File: config.mk
export PLATFORM = sky130hd
export DESIGN_NAME = feeder_jam_and_shot_sequencer
export DESIGN_NICKNAME = d
export VERILOG_FILES = /design/src/sv/fjs_pkg.sv /design/src/sv/feeder_jam_and_shot_sequencer.sv /design/src/sv/fjs_cfg.sv /design/src/sv/fjs_step.sv
export SDC_FILE = /design/constraint.sdc
export NUM_CORES = 1
export LEC_CHECK = 0
export BUFFER_PORTS_ARGS = -buffer_cell sky130_fd_sc_hd__buf_2
export CORE_ASPECT_RATIO = 0.6
export CORE_MARGIN = 5
export CORE_UTILIZATION = 45
export DETAILED_ROUTE_END_ITERATION = 8
export GPL_TIMING_DRIVEN = 0
export HOLD_SLACK_MARGIN = 0.05
export SYNTH_ARGS = -nofsm -noshare
export SYNTH_HDL_FRONTEND = slang
export SYNTH_SLANG_ARGS = --single-unit
File: constraint.sdc
create_clock -name clk -period 14.6 [get_ports clk]
set_input_delay 1.46 -clock clk [delete_from_list [all_inputs] [get_ports clk]]
set_output_delay 1.46 -clock clk [all_outputs]
set_load 0.05 [all_outputs]
File: src/sv/fjs_pkg.sv
package fjs_pkg;

  // register indexes on the configuration port
  localparam logic [2:0] REG_JAM_TORQUE_LIM      = 3'd0;
  localparam logic [2:0] REG_REVERSE_DURATION_MS = 3'd1;
  localparam logic [2:0] REG_BACKOFF_SPEED       = 3'd2;
  localparam logic [2:0] REG_FIRE_SPEED          = 3'd3;
  localparam logic [2:0] REG_SHOT_WINDOW_MS      = 3'd4;
  localparam logic [2:0] REG_SPINUP_DELAY_MS     = 3'd5;
  localparam logic [2:0] REG_WHEEL_SPEED_REF     = 3'd6;

  localparam int ADDR_W = 5;

  // reset values
  localparam logic [14:0] RST_JAM_TORQUE_LIM      = 15'd1536;
  localparam logic [15:0] RST_REVERSE_DURATION_MS = 16'd500;
  localparam logic [15:0] RST_BACKOFF_SPEED       = 16'hFB00;
  localparam logic [15:0] RST_FIRE_SPEED          = 16'd5120;
  localparam logic [15:0] RST_SHOT_WINDOW_MS      = 16'd80;
  localparam logic [15:0] RST_SPINUP_DELAY_MS     = 16'd150;
  localparam logic [16:0] RST_WHEEL_SPEED_REF     = 17'd80000;

  // feed mode codes
  localparam logic [1:0] MODE_STOP   = 2'd0;
  localparam logic [1:0] MODE_SINGLE = 2'd1;
  localparam logic [1:0] MODE_BURST  = 2'd2;

  typedef struct packed {
    logic [14:0]        jam_torque_lim;
    logic [15:0]        reverse_duration_ms;
    logic signed [15:0] backoff_speed;
    logic signed [15:0] fire_speed;
    logic [15:0]        shot_window_ms;
    logic [15:0]        spinup_delay_ms;
    logic [16:0]        wheel_speed_ref;
  } fjs_cfg_t;

  typedef struct packed {
    logic        reversing;
    logic [31:0] reverse_start;
    logic        shot_pending;
    logic        shot_active;
    logic [31:0] shot_start;
    logic        wheels_were_on;
    logic [31:0] wheels_on_start;
  } fjs_state_t;

  typedef struct packed {
    logic signed [15:0] feeder_speed;
    logic               wheel_update;
    logic [16:0]        wheel_ref;
    logic               wheel_enable;
    logic               jam_active;
  } fjs_result_t;

endpackage

File: src/sv/feeder_jam_and_shot_sequencer.sv
// channel | direction | handshake          | payload
// in      | input     | in_valid/in_stall  | now_ms, wheels_requested, feed_mode, feeder_torque
// out     | output    | out_valid/out_stall| feeder_speed, wheel_update, wheel_ref,
//         |           |                    | wheel_enable, jam_active
// cfg     | input     | psel/penable/pwrite| paddr, pwdata, prdata, pready
//
// each transaction is held in the input register, then goes through the step
// logic into the result register
// one transaction per cycle sustained while out_stall is low; the step logic
// and the sequencer state registers are the only loop, closed on each advance
// rst_n is synchronous; it clears all sequencer state and loads the
// register defaults
// out_stall holds the result register; the input register, if empty, still takes
// one more transaction, then in_stall rises until the result is taken
module feeder_jam_and_shot_sequencer
  import fjs_pkg::*;
(
  input  logic                 clk,
  input  logic                 rst_n,
  // input channel
  input  logic                 in_valid,
  output logic                 in_stall,
  input  logic [31:0]          in_now_ms,
  input  logic                 in_wheels_requested,
  input  logic [1:0]           in_feed_mode,
  input  logic signed [15:0]   in_feeder_torque,
  // result channel
  output logic                 out_valid,
  input  logic                 out_stall,
  output logic signed [15:0]   out_feeder_speed,
  output logic                 out_wheel_update,
  output logic [16:0]          out_wheel_ref,
  output logic                 out_wheel_enable,
  output logic                 out_jam_active,
  // configuration port
  input  logic                 psel,
  input  logic                 penable,
  input  logic                 pwrite,
  input  logic [ADDR_W-1:0]    paddr,
  input  logic [31:0]          pwdata,
  output logic [31:0]          prdata,
  output logic                 pready
);

  fjs_cfg_t           cfg;

  // input register
  logic               in_vld_r;
  logic [31:0]        now_ms_r;
  logic               wheels_req_r;
  logic [1:0]         feed_mode_r;
  logic signed [15:0] torque_r;

  // sequencer state
  fjs_state_t         st_r;
  fjs_state_t         st_nxt;

  // result register
  logic               out_vld_r;
  fjs_result_t        res_r;
  fjs_result_t        res_nxt;

  logic               advance;

  fjs_cfg u_cfg (
    .clk     (clk),
    .rst_n   (rst_n),
    .psel    (psel),
    .penable (penable),
    .pwrite  (pwrite),
    .paddr   (paddr),
    .pwdata  (pwdata),
    .prdata  (prdata),
    .pready  (pready),
    .cfg     (cfg)
  );

  fjs_step u_step (
    .cfg              (cfg),
    .st               (st_r),
    .now_ms           (now_ms_r),
    .wheels_requested (wheels_req_r),
    .feed_mode        (feed_mode_r),
    .feeder_torque    (torque_r),
    .st_nxt           (st_nxt),
    .res              (res_nxt)
  );

  // the held transaction moves on when the result register is free or
  // being emptied this cycle
  assign advance  = in_vld_r && (!out_vld_r || !out_stall);
  assign in_stall = in_vld_r && !advance;

  always_ff @(posedge clk) begin
    if (!rst_n) begin
      in_vld_r <= 1'b0;
    end else if (!in_stall) begin
      in_vld_r <= in_valid;
    end
  end

  // payload only, no reset needed
  always_ff @(posedge clk) begin
    if (in_valid && !in_stall) begin
      now_ms_r     <= in_now_ms;
      wheels_req_r <= in_wheels_requested;
      feed_mode_r  <= in_feed_mode;
      torque_r     <= in_feeder_torque;
    end
  end

  // state commits exactly once per transaction, in order
  always_ff @(posedge clk) begin
    if (!rst_n) begin
      st_r <= '0;
    end else if (advance) begin
      st_r <= st_nxt;
    end
  end

  always_ff @(posedge clk) begin
    if (!rst_n) begin
      out_vld_r <= 1'b0;
    end else if (advance) begin
      out_vld_r <= 1'b1;
    end else if (!out_stall) begin
      out_vld_r <= 1'b0;
    end
  end

  always_ff @(posedge clk) begin
    if (advance) begin
      res_r <= res_nxt;
    end
  end

  assign out_valid        = out_vld_r;
  assign out_feeder_speed = res_r.feeder_speed;
  assign out_wheel_update = res_r.wheel_update;
  assign out_wheel_ref    = res_r.wheel_ref;
  assign out_wheel_enable = res_r.wheel_enable;
  assign out_jam_active   = res_r.jam_active;

endmodule

File: src/sv/fjs_cfg.sv
module fjs_cfg
  import fjs_pkg::*;
(
  input  logic                 clk,
  input  logic                 rst_n,
  input  logic                 psel,
  input  logic                 penable,
  input  logic                 pwrite,
  input  logic [ADDR_W-1:0]    paddr,
  input  logic [31:0]          pwdata,
  output logic [31:0]          prdata,
  output logic                 pready,
  output fjs_cfg_t             cfg
);

  fjs_cfg_t   cfg_r;
  logic       wr_en;
  logic [2:0] reg_idx;

  assign pready  = 1'b1;
  assign wr_en   = psel && penable && pwrite;
  assign reg_idx = paddr[4:2];
  assign cfg     = cfg_r;

  always_ff @(posedge clk) begin
    if (!rst_n) begin
      cfg_r.jam_torque_lim      <= RST_JAM_TORQUE_LIM;
      cfg_r.reverse_duration_ms <= RST_REVERSE_DURATION_MS;
      cfg_r.backoff_speed       <= RST_BACKOFF_SPEED;
      cfg_r.fire_speed          <= RST_FIRE_SPEED;
      cfg_r.shot_window_ms      <= RST_SHOT_WINDOW_MS;
      cfg_r.spinup_delay_ms     <= RST_SPINUP_DELAY_MS;
      cfg_r.wheel_speed_ref     <= RST_WHEEL_SPEED_REF;
    end else if (wr_en) begin
      case (reg_idx)
        REG_JAM_TORQUE_LIM:      cfg_r.jam_torque_lim      <= pwdata[14:0];
        REG_REVERSE_DURATION_MS: cfg_r.reverse_duration_ms <= pwdata[15:0];
        REG_BACKOFF_SPEED:       cfg_r.backoff_speed       <= pwdata[15:0];
        REG_FIRE_SPEED:          cfg_r.fire_speed          <= pwdata[15:0];
        REG_SHOT_WINDOW_MS:      cfg_r.shot_window_ms      <= pwdata[15:0];
        REG_SPINUP_DELAY_MS:     cfg_r.spinup_delay_ms     <= pwdata[15:0];
        REG_WHEEL_SPEED_REF:     cfg_r.wheel_speed_ref     <= pwdata[16:0];
        default: ;
      endcase
    end
  end

  always_comb begin
    case (reg_idx)
      REG_JAM_TORQUE_LIM:      prdata = {17'd0, cfg_r.jam_torque_lim};
      REG_REVERSE_DURATION_MS: prdata = {16'd0, cfg_r.reverse_duration_ms};
      REG_BACKOFF_SPEED:       prdata = {16'd0, cfg_r.backoff_speed};
      REG_FIRE_SPEED:          prdata = {16'd0, cfg_r.fire_speed};
      REG_SHOT_WINDOW_MS:      prdata = {16'd0, cfg_r.shot_window_ms};
      REG_SPINUP_DELAY_MS:     prdata = {16'd0, cfg_r.spinup_delay_ms};
      REG_WHEEL_SPEED_REF:     prdata = {15'd0, cfg_r.wheel_speed_ref};
      default:                 prdata = 32'd0;
    endcase
  end

endmodule

File: src/sv/fjs_step.sv
module fjs_step
  import fjs_pkg::*;
(
  input  fjs_cfg_t           cfg,
  input  fjs_state_t         st,
  input  logic [31:0]        now_ms,
  input  logic               wheels_requested,
  input  logic [1:0]         feed_mode,
  input  logic signed [15:0] feeder_torque,
  output fjs_state_t         st_nxt,
  output fjs_result_t        res
);

  logic        torque_over;
  logic [31:0] rev_elapsed;
  logic [31:0] spin_elapsed;
  logic [31:0] shot_elapsed;
  logic        spun_up;
  logic        run;

  // negative torque never trips, otherwise magnitude against threshold
  assign torque_over = !feeder_torque[15] && (feeder_torque[14:0] > cfg.jam_torque_lim);
  assign rev_elapsed = now_ms - st.reverse_start;

  always_comb begin
    st_nxt       = st;
    run          = 1'b0;
    spin_elapsed = 32'd0;
    shot_elapsed = 32'd0;
    spun_up      = 1'b0;
    res          = '0;

    if (feed_mode == MODE_SINGLE) begin
      st_nxt.shot_pending = 1'b1;
    end

    if (st.reversing || torque_over) begin
      if (st.reversing) begin
        if (rev_elapsed > {16'd0, cfg.reverse_duration_ms}) begin
          st_nxt.reversing = 1'b0;
        end
      end else begin
        st_nxt.reversing     = 1'b1;
        st_nxt.reverse_start = now_ms;
      end
      res.feeder_speed = cfg.backoff_speed;
      res.jam_active   = 1'b1;
    end else begin
      if (wheels_requested && !st.wheels_were_on) begin
        st_nxt.wheels_on_start = now_ms;
      end
      st_nxt.wheels_were_on = wheels_requested;

      spin_elapsed = now_ms - st_nxt.wheels_on_start;
      spun_up      = spin_elapsed >= {16'd0, cfg.spinup_delay_ms};

      if (wheels_requested) begin
        if (feed_mode == MODE_BURST) begin
          run                 = spun_up;
          st_nxt.shot_pending = 1'b0;
          st_nxt.shot_active  = 1'b0;
        end else begin
          if (st_nxt.shot_pending && !st.shot_active && spun_up) begin
            st_nxt.shot_pending = 1'b0;
            st_nxt.shot_active  = 1'b1;
            st_nxt.shot_start   = now_ms;
          end
          shot_elapsed = now_ms - st_nxt.shot_start;
          if (st_nxt.shot_active) begin
            if (shot_elapsed < {16'd0, cfg.shot_window_ms}) begin
              run = 1'b1;
            end else begin
              st_nxt.shot_active = 1'b0;
            end
          end
        end
      end else begin
        st_nxt.shot_pending = 1'b0;
        st_nxt.shot_active  = 1'b0;
      end

      res.feeder_speed = run ? cfg.fire_speed : 16'sd0;
      res.wheel_update = 1'b1;
      res.wheel_ref    = wheels_requested ? cfg.wheel_speed_ref : 17'd0;
      res.wheel_enable = wheels_requested;
    end
  end

endmodule
# ---- After elaboration in Yosys (flattened, before gate mapping)
# Index checks and enable logic that the tools add are counted.
dict set report totals {
  regBits 301
  in_bits 95
  output_inout_bits 71
  wordCells 103
}
dict set report classes {
  addsub 3
  magnitude_cmp 4
  n_eq_ne 9
  n_mux 27
  bitwise_logic 4
  reduce_logical 31
}
# cell count
set op_table {}
lappend op_table {{$mux W34} 4}
lappend op_table {{$mux W32} 4}
lappend op_table {{$pmux W17 S7} 1}
lappend op_table {{$sub A32 B32 Y32} 3}
lappend op_table {{$mux W67} 1}
lappend op_table {{$ge A32 B16 Y1} 1}
lappend op_table {{$gt A32 B16 Y1} 1}
lappend op_table {{$lt A32 B16 Y1} 1}
lappend op_table {{$mux W16} 2}
lappend op_table {{$mux W19} 1}
lappend op_table {{$reduce_and A2 Y1} 9}
lappend op_table {{$mux W17} 1}
lappend op_table {{$gt A15 B15 Y1} 1}
lappend op_table {{$mux W1} 11}
lappend op_table {{$eq A3 B3 Y1 const B} 3}
lappend op_table {{$logic_and A1 B1 Y1} 9}
lappend op_table {{$logic_not A1 Y1} 7}
lappend op_table {{$eq A3 B2 Y1 const B} 2}
lappend op_table {{$mux W2} 2}
lappend op_table {{$not A1 Y1} 4}
lappend op_table {{$reduce_and A4 Y1} 1}
lappend op_table {{$eq A3 B1 Y1 const B} 1}
lappend op_table {{$logic_not A3 Y1} 1}
lappend op_table {{$reduce_and A3 Y1} 1}
lappend op_table {{other kinds (5)} 6}

# ---- Logic depth before layout (Yosys ltp)
dict set report logic_depth {
  depth_word 20
  depth_mapped 59
  depth_no_buf 54
}

# ---- Cells and area by module
# From an unflattened synthesis, not the netlist that was laid out.
dict set report unflattened {
  cells_unflattened 2485
  area_unflattened_um2 21455.6
}
# module instances cells_per_inst area_per_inst_um2 seq_area_each_um2
set modules_own_cells {}
lappend modules_own_cells {fjs_step 1 1402 9389.0 0.0}
lappend modules_own_cells {feeder_jam_and_shot_sequencer 1 528 6771.5 4654.5}
lappend modules_own_cells {fjs_cfg 1 555 5295.1 2242.2}

# ---- Worst setup path before layout
# No wires, ideal clock.
dict set report synth_path {
  path_type {register -> register}
  from {reg wheels_req_r}
  to {reg res_r (netlist bit out_feeder_speed[10]) (data pin)}
  t_arrival_ps 10946
  required_ps 14450
  setup_slack_ps 3505
  stages_incl_launch_ff 58
  path_buffers 5
  period_less_slack_ps 11095
  path_cell_list {edfxtp_1 -> or2b_4 -> buf_2 -> clkbuf_1 -> nand2_1 -> o21ai_0 -> ha_1 -> inv_1 -> ha_1 -> a21oi_4 -> a2bb2oi_2 -> a21oi_1 -> a21o_1 -> a22oi_1 -> o22ai_1 -> a21o_1 -> a21oi_1 -> xnor2_1 -> [... 22 more ...] -> a21oi_1 -> mux2i_1 -> a41oi_2 -> xnor2_1 -> ha_1 -> nand4_1 -> o22ai_1 -> nor2_1 -> o2111ai_1 -> nor4_1 -> o21ai_0 -> or3_1 -> a221oi_1 -> o31ai_1 -> nor4_1 -> nand4_4 -> buf_6 -> o211ai_2}
}
# element line_no
set synth_rtl {}
lappend synth_rtl {{from (decl)} feeder_jam_and_shot_sequencer.sv:50} ;# logic wheels_req_r;
lappend synth_rtl {{from (signal assigned)} feeder_jam_and_shot_sequencer.sv:106} ;# wheels_req_r <= in_wheels_requested;
lappend synth_rtl {{to (signal assigned)} feeder_jam_and_shot_sequencer.sv:133} ;# res_r <= res_nxt;
lappend synth_rtl {{to (decl)} feeder_jam_and_shot_sequencer.sv:60} ;# fjs_result_t res_r;

==> impl_metrics.py <==
metrics = {
    "placement": {
        "io_buffers": 131,
        "place.gp.congestion": 1.006,
        "hpwl_mm": 57.57,
    },
    "setup_path": {
        "rr_endpoint": "out_feeder_speed[14]",
        "critical_path_arrival_ns": 14.04,
        "crit_type": "reg -> reg",
        "crit-reg2reg-launch": "wheels_req_r",
        "path_buf_inv": 5,
        "regToRegSetupSlack_ns": 0.98,
        "cp.depth": 56,
        "start_kind": "flip-flop",
        "cp_top_family": "compound AO/OA/AOI/OAI gates",
        "slowest_delay_ns": 0.54,
        "crit_end": "out_feeder_speed[14]",
        "path_max_fanout": 19,
        "crit_required_ns": 15.02,
        "reg2reg_depth": 56,
        "critPathSlowestCell": "a21oi_1",
        "end_kind": "flip-flop",
        "startpoint": "wheels_req_r",
    },
    "logic_synthesis": {
        "yosysUniqueCellTypes": 91,
        "async_flop_share_pct": 0,
        "ys_seq_elements": 301,
        "synth_top_area_share_pct": 21.84,
        "yosys_warnings": 0,
        "ys_seq_area_share_pct": 35.15,
        "synth_area_leader_cell": "dfxtp_1",
        "netlist_area_mm2": 0.01962,
        "avgSynthCellArea_um2": 8.289,
        "synth_ff_type": "dfxtp_1",
        "ys_top_cells_by_area": "dfxtp_1, edfxtp_1, ha_1",
        "syn_inst": 2367,
        "synth_edf_count": 87,
    },
    "min_path": {
        "hp-class": "reg -> reg",
    },
    "finish": {
        "area_growth_pct": 12.79,
        "diodes": 0,
        "drive_gt1_share_pct": 10.24,
        "post-route-util_pct": 51.24,
        "final_nets": 2784,
    },
    "sta": {
        "fmax_mhz": 73.42,
        "worst_slew_pin_slew_ns": 1.078,
        "fin_hold_ws_ns": 0.4625,
        "setup_viol": 0,
        "finalHoldViolCount": 0,
        "setup_tns_ns": 0,
        "grt_setup_unrepaired": "no",
        "maxSlewHeadroom_pct": 27.55,
        "fin_skew_ns": 0.01478,
        "period_minus_slack_ns": 13.62,
        "slew_viol_final": 0,
        "post-route-period-util_pct": 93.28,
    },
    "floorplan": {
        "dieArea_mm2": 0.04801,
        "core_area_mm2": 0.04319,
        "rows": 59,
        "io_pins": 166,
        "dieHeight_um": 171.7,
        "initial_core_util_pct": 45.43,
        "dieWidth_um": 279.6,
    },
    "global_route": {
        "grt_pass1_vias": 16880,
        "grt_pass1_wl_mm": 106.8,
        "grt_max_degree": 38,
        "grt_use_total_pct": 29.01,
        "antenna_found_initial": 2,
        "grt.overflow.total": 0,
    },
    "pwr": {
        "ir_drop_v": 0.00009481,
        "leakagePower_nw": 8.856,
        "power_mw": 2.318,
        "power.density_mw_per_mm2": 104.7,
    },
    "clocking": {
        "cts_root_buf": "clkbuf_16",
        "numCtsBuffers": 31,
        "clk_path_buf_depth": 3,
        "postCtsSetupBuffers": 0,
        "cts.sinks": 301,
        "cts-resized-gates": 0,
        "htreeDepth": 1,
        "cts_tree": "built",
        "path_clk_slew_ns": 0.06,
        "clk_latency_ns": 0.59,
        "cts_hold_buf": 0,
    },
    "routing": {
        "vias": 18470,
        "drcViolationCount": 0,
        "postRouteAntennaNets": 0,
        "routed_wl_mm": 71.76,
        "vias_per_cell": 5.866,
        "post_drt_wl_per_cell_um": 22.79,
        "drtIter0Drc": 1943,
        "first_pass_iters": 5,
    },
    "job": {
        "max_cap_violations": 0,
    },
    "run_status": {
        "status": "complete, no violations",
    },
}
==> cells in the mapped netlist, types with 17 or more instances <==
cell and count:
nand2_1 369, dfxtp_1 214, nor2_1 214, a21oi_1 201, ha_1 142, inv_1 139, mux2i_1 112, clkbuf_1 101
edfxtp_1 87, o21ai_0 81, nand3_1 61, a211oi_1 55, a21o_1 44, nor2b_1 43, nand2b_1 41, xnor2_1 36
nand4_1 32, o211ai_1 32, and3_1 30, nor3_1 28, o21a_1 23, a31oi_1 20, buf_4 18, xor2_1 17
==> worst min path at each step <==
stage | end | startpoint | cells after the start | slack [ns]
CTS | u_cfg.cfg[29] | u_cfg.cfg[29] | 2 | 0.46
global placement | u_cfg.cfg[29] | u_cfg.cfg[29] | 2 | 0.44
detailed placement | u_cfg.cfg[29] | u_cfg.cfg[29] | 2 | 0.45
floorplan | u_cfg.cfg[29] | u_cfg.cfg[29] | 2 | 0.44
global route | u_cfg.cfg[29] | u_cfg.cfg[29] | 2 | 0.47
finish | u_cfg.cfg[42] | u_cfg.cfg[42] | 2 | 0.46
==> flip-flops by register name (all words and copies together), names as in the netlist, 2 cells and up <==
name	cells
feed_mode_r	2
st_r	100
now_ms_r	32
torque_r	16
u_cfg.cfg	112
out_feeder_speed	16
out_wheel_ref	17
==> layout by cell type (no fill, tap or decap), types with 20 or more instances in the layout <==
| cell | instances |
|---|---|
| a211oi_1 | 55 |
| a21o_1 | 44 |
| a21oi_1 | 201 |
| a31oi_1 | 20 |
| and3_1 | 30 |
| buf_2 | 136 |
| clkbuf_1 | 109 |
| clkbuf_16 | 33 |
| dfxtp_1 | 214 |
| edfxtp_1 | 87 |
| ha_1 | 142 |
| inv_1 | 138 |
| mux2i_1 | 112 |
| nand2_1 | 369 |
| nand2b_1 | 41 |
| nand3_1 | 61 |
| nand4_1 | 32 |
| nor2_1 | 214 |
| nor2b_1 | 42 |
| nor3_1 | 28 |
| o211ai_1 | 32 |
| o21a_1 | 23 |
| o21ai_0 | 80 |
| xnor2_1 | 36 |
==> tightest hold or removal path, delay by kind of cell (launching register included) <==
kind	cells	cell delay, ns
AND/OR/NAND/NOR	1	0.05
AO/OA/AOI/OAI	1	0.05
flip-flops	1	0.31
==> power breakdown <==
part / switching [mW] / internal (mW) / total [mW]
Sequential: 0.0290 / 0.888 / 0.917
Clock: 0.348 / 0.480 / 0.828
Combinational: 0.370 / 0.203 / 0.573
Total: 0.747 / 1.57 / 2.32
==> routing by layer <==
layer / up-vias / wire, um / global-route usage (%)
li1: 8744 / - / -
met1: 8865 / 36530 / 47.78
met2: 792 / 25640 / 36.93
met3: 65 / 8701 / 8.913
met4: 0 / 886 / 3.484
met5: - / 0 / 0
==> stage by stage <==
stage,area (um^2),setup slack [ns],instances
after detailed placement,21090,0.1002,3092
after global placement,21050,0.02721,3091
after floorplan,19670,3.505,2381
after CTS,22130,0.06363,3149
final,22130,0.9805,3148
after global routing,22130,0.1009,3148
==> logic make-up after synthesis <==
| family | after synthesis | share of synthesized area (%) |
|---|---|---|
| compound gates | 588 | 19.88 |
| xor+xnor | 55 | 2.532 |
| fa+ha+maj | 150 | 9.578 |
| buf+inv | 276 | 5.733 |
| flops | 301 | 35.15 |
| mux | 127 | 6.977 |
| other cells | 2 | 0.03828 |
| simple gates | 868 | 20.11 |
==> layout make-up <==
| type | count | area, um^2 |
|---|---|---|
| multi-input cells | 1804 | 11670 |
| inverters | 140 | 525.5 |
| fillers | 4155 | 21060 |
| well taps | 579 | 724.4 |
| flip-flops and latches | 301 | 6897 |
| clock inverters | 11 | 135.1 |
| repair buffers | 132 | 675.6 |
| clock buffers | 46 | 904.6 |
| plain buffers | 135 | 599.3 |
No activity file was read; power rests on OpenSTA's default activity.
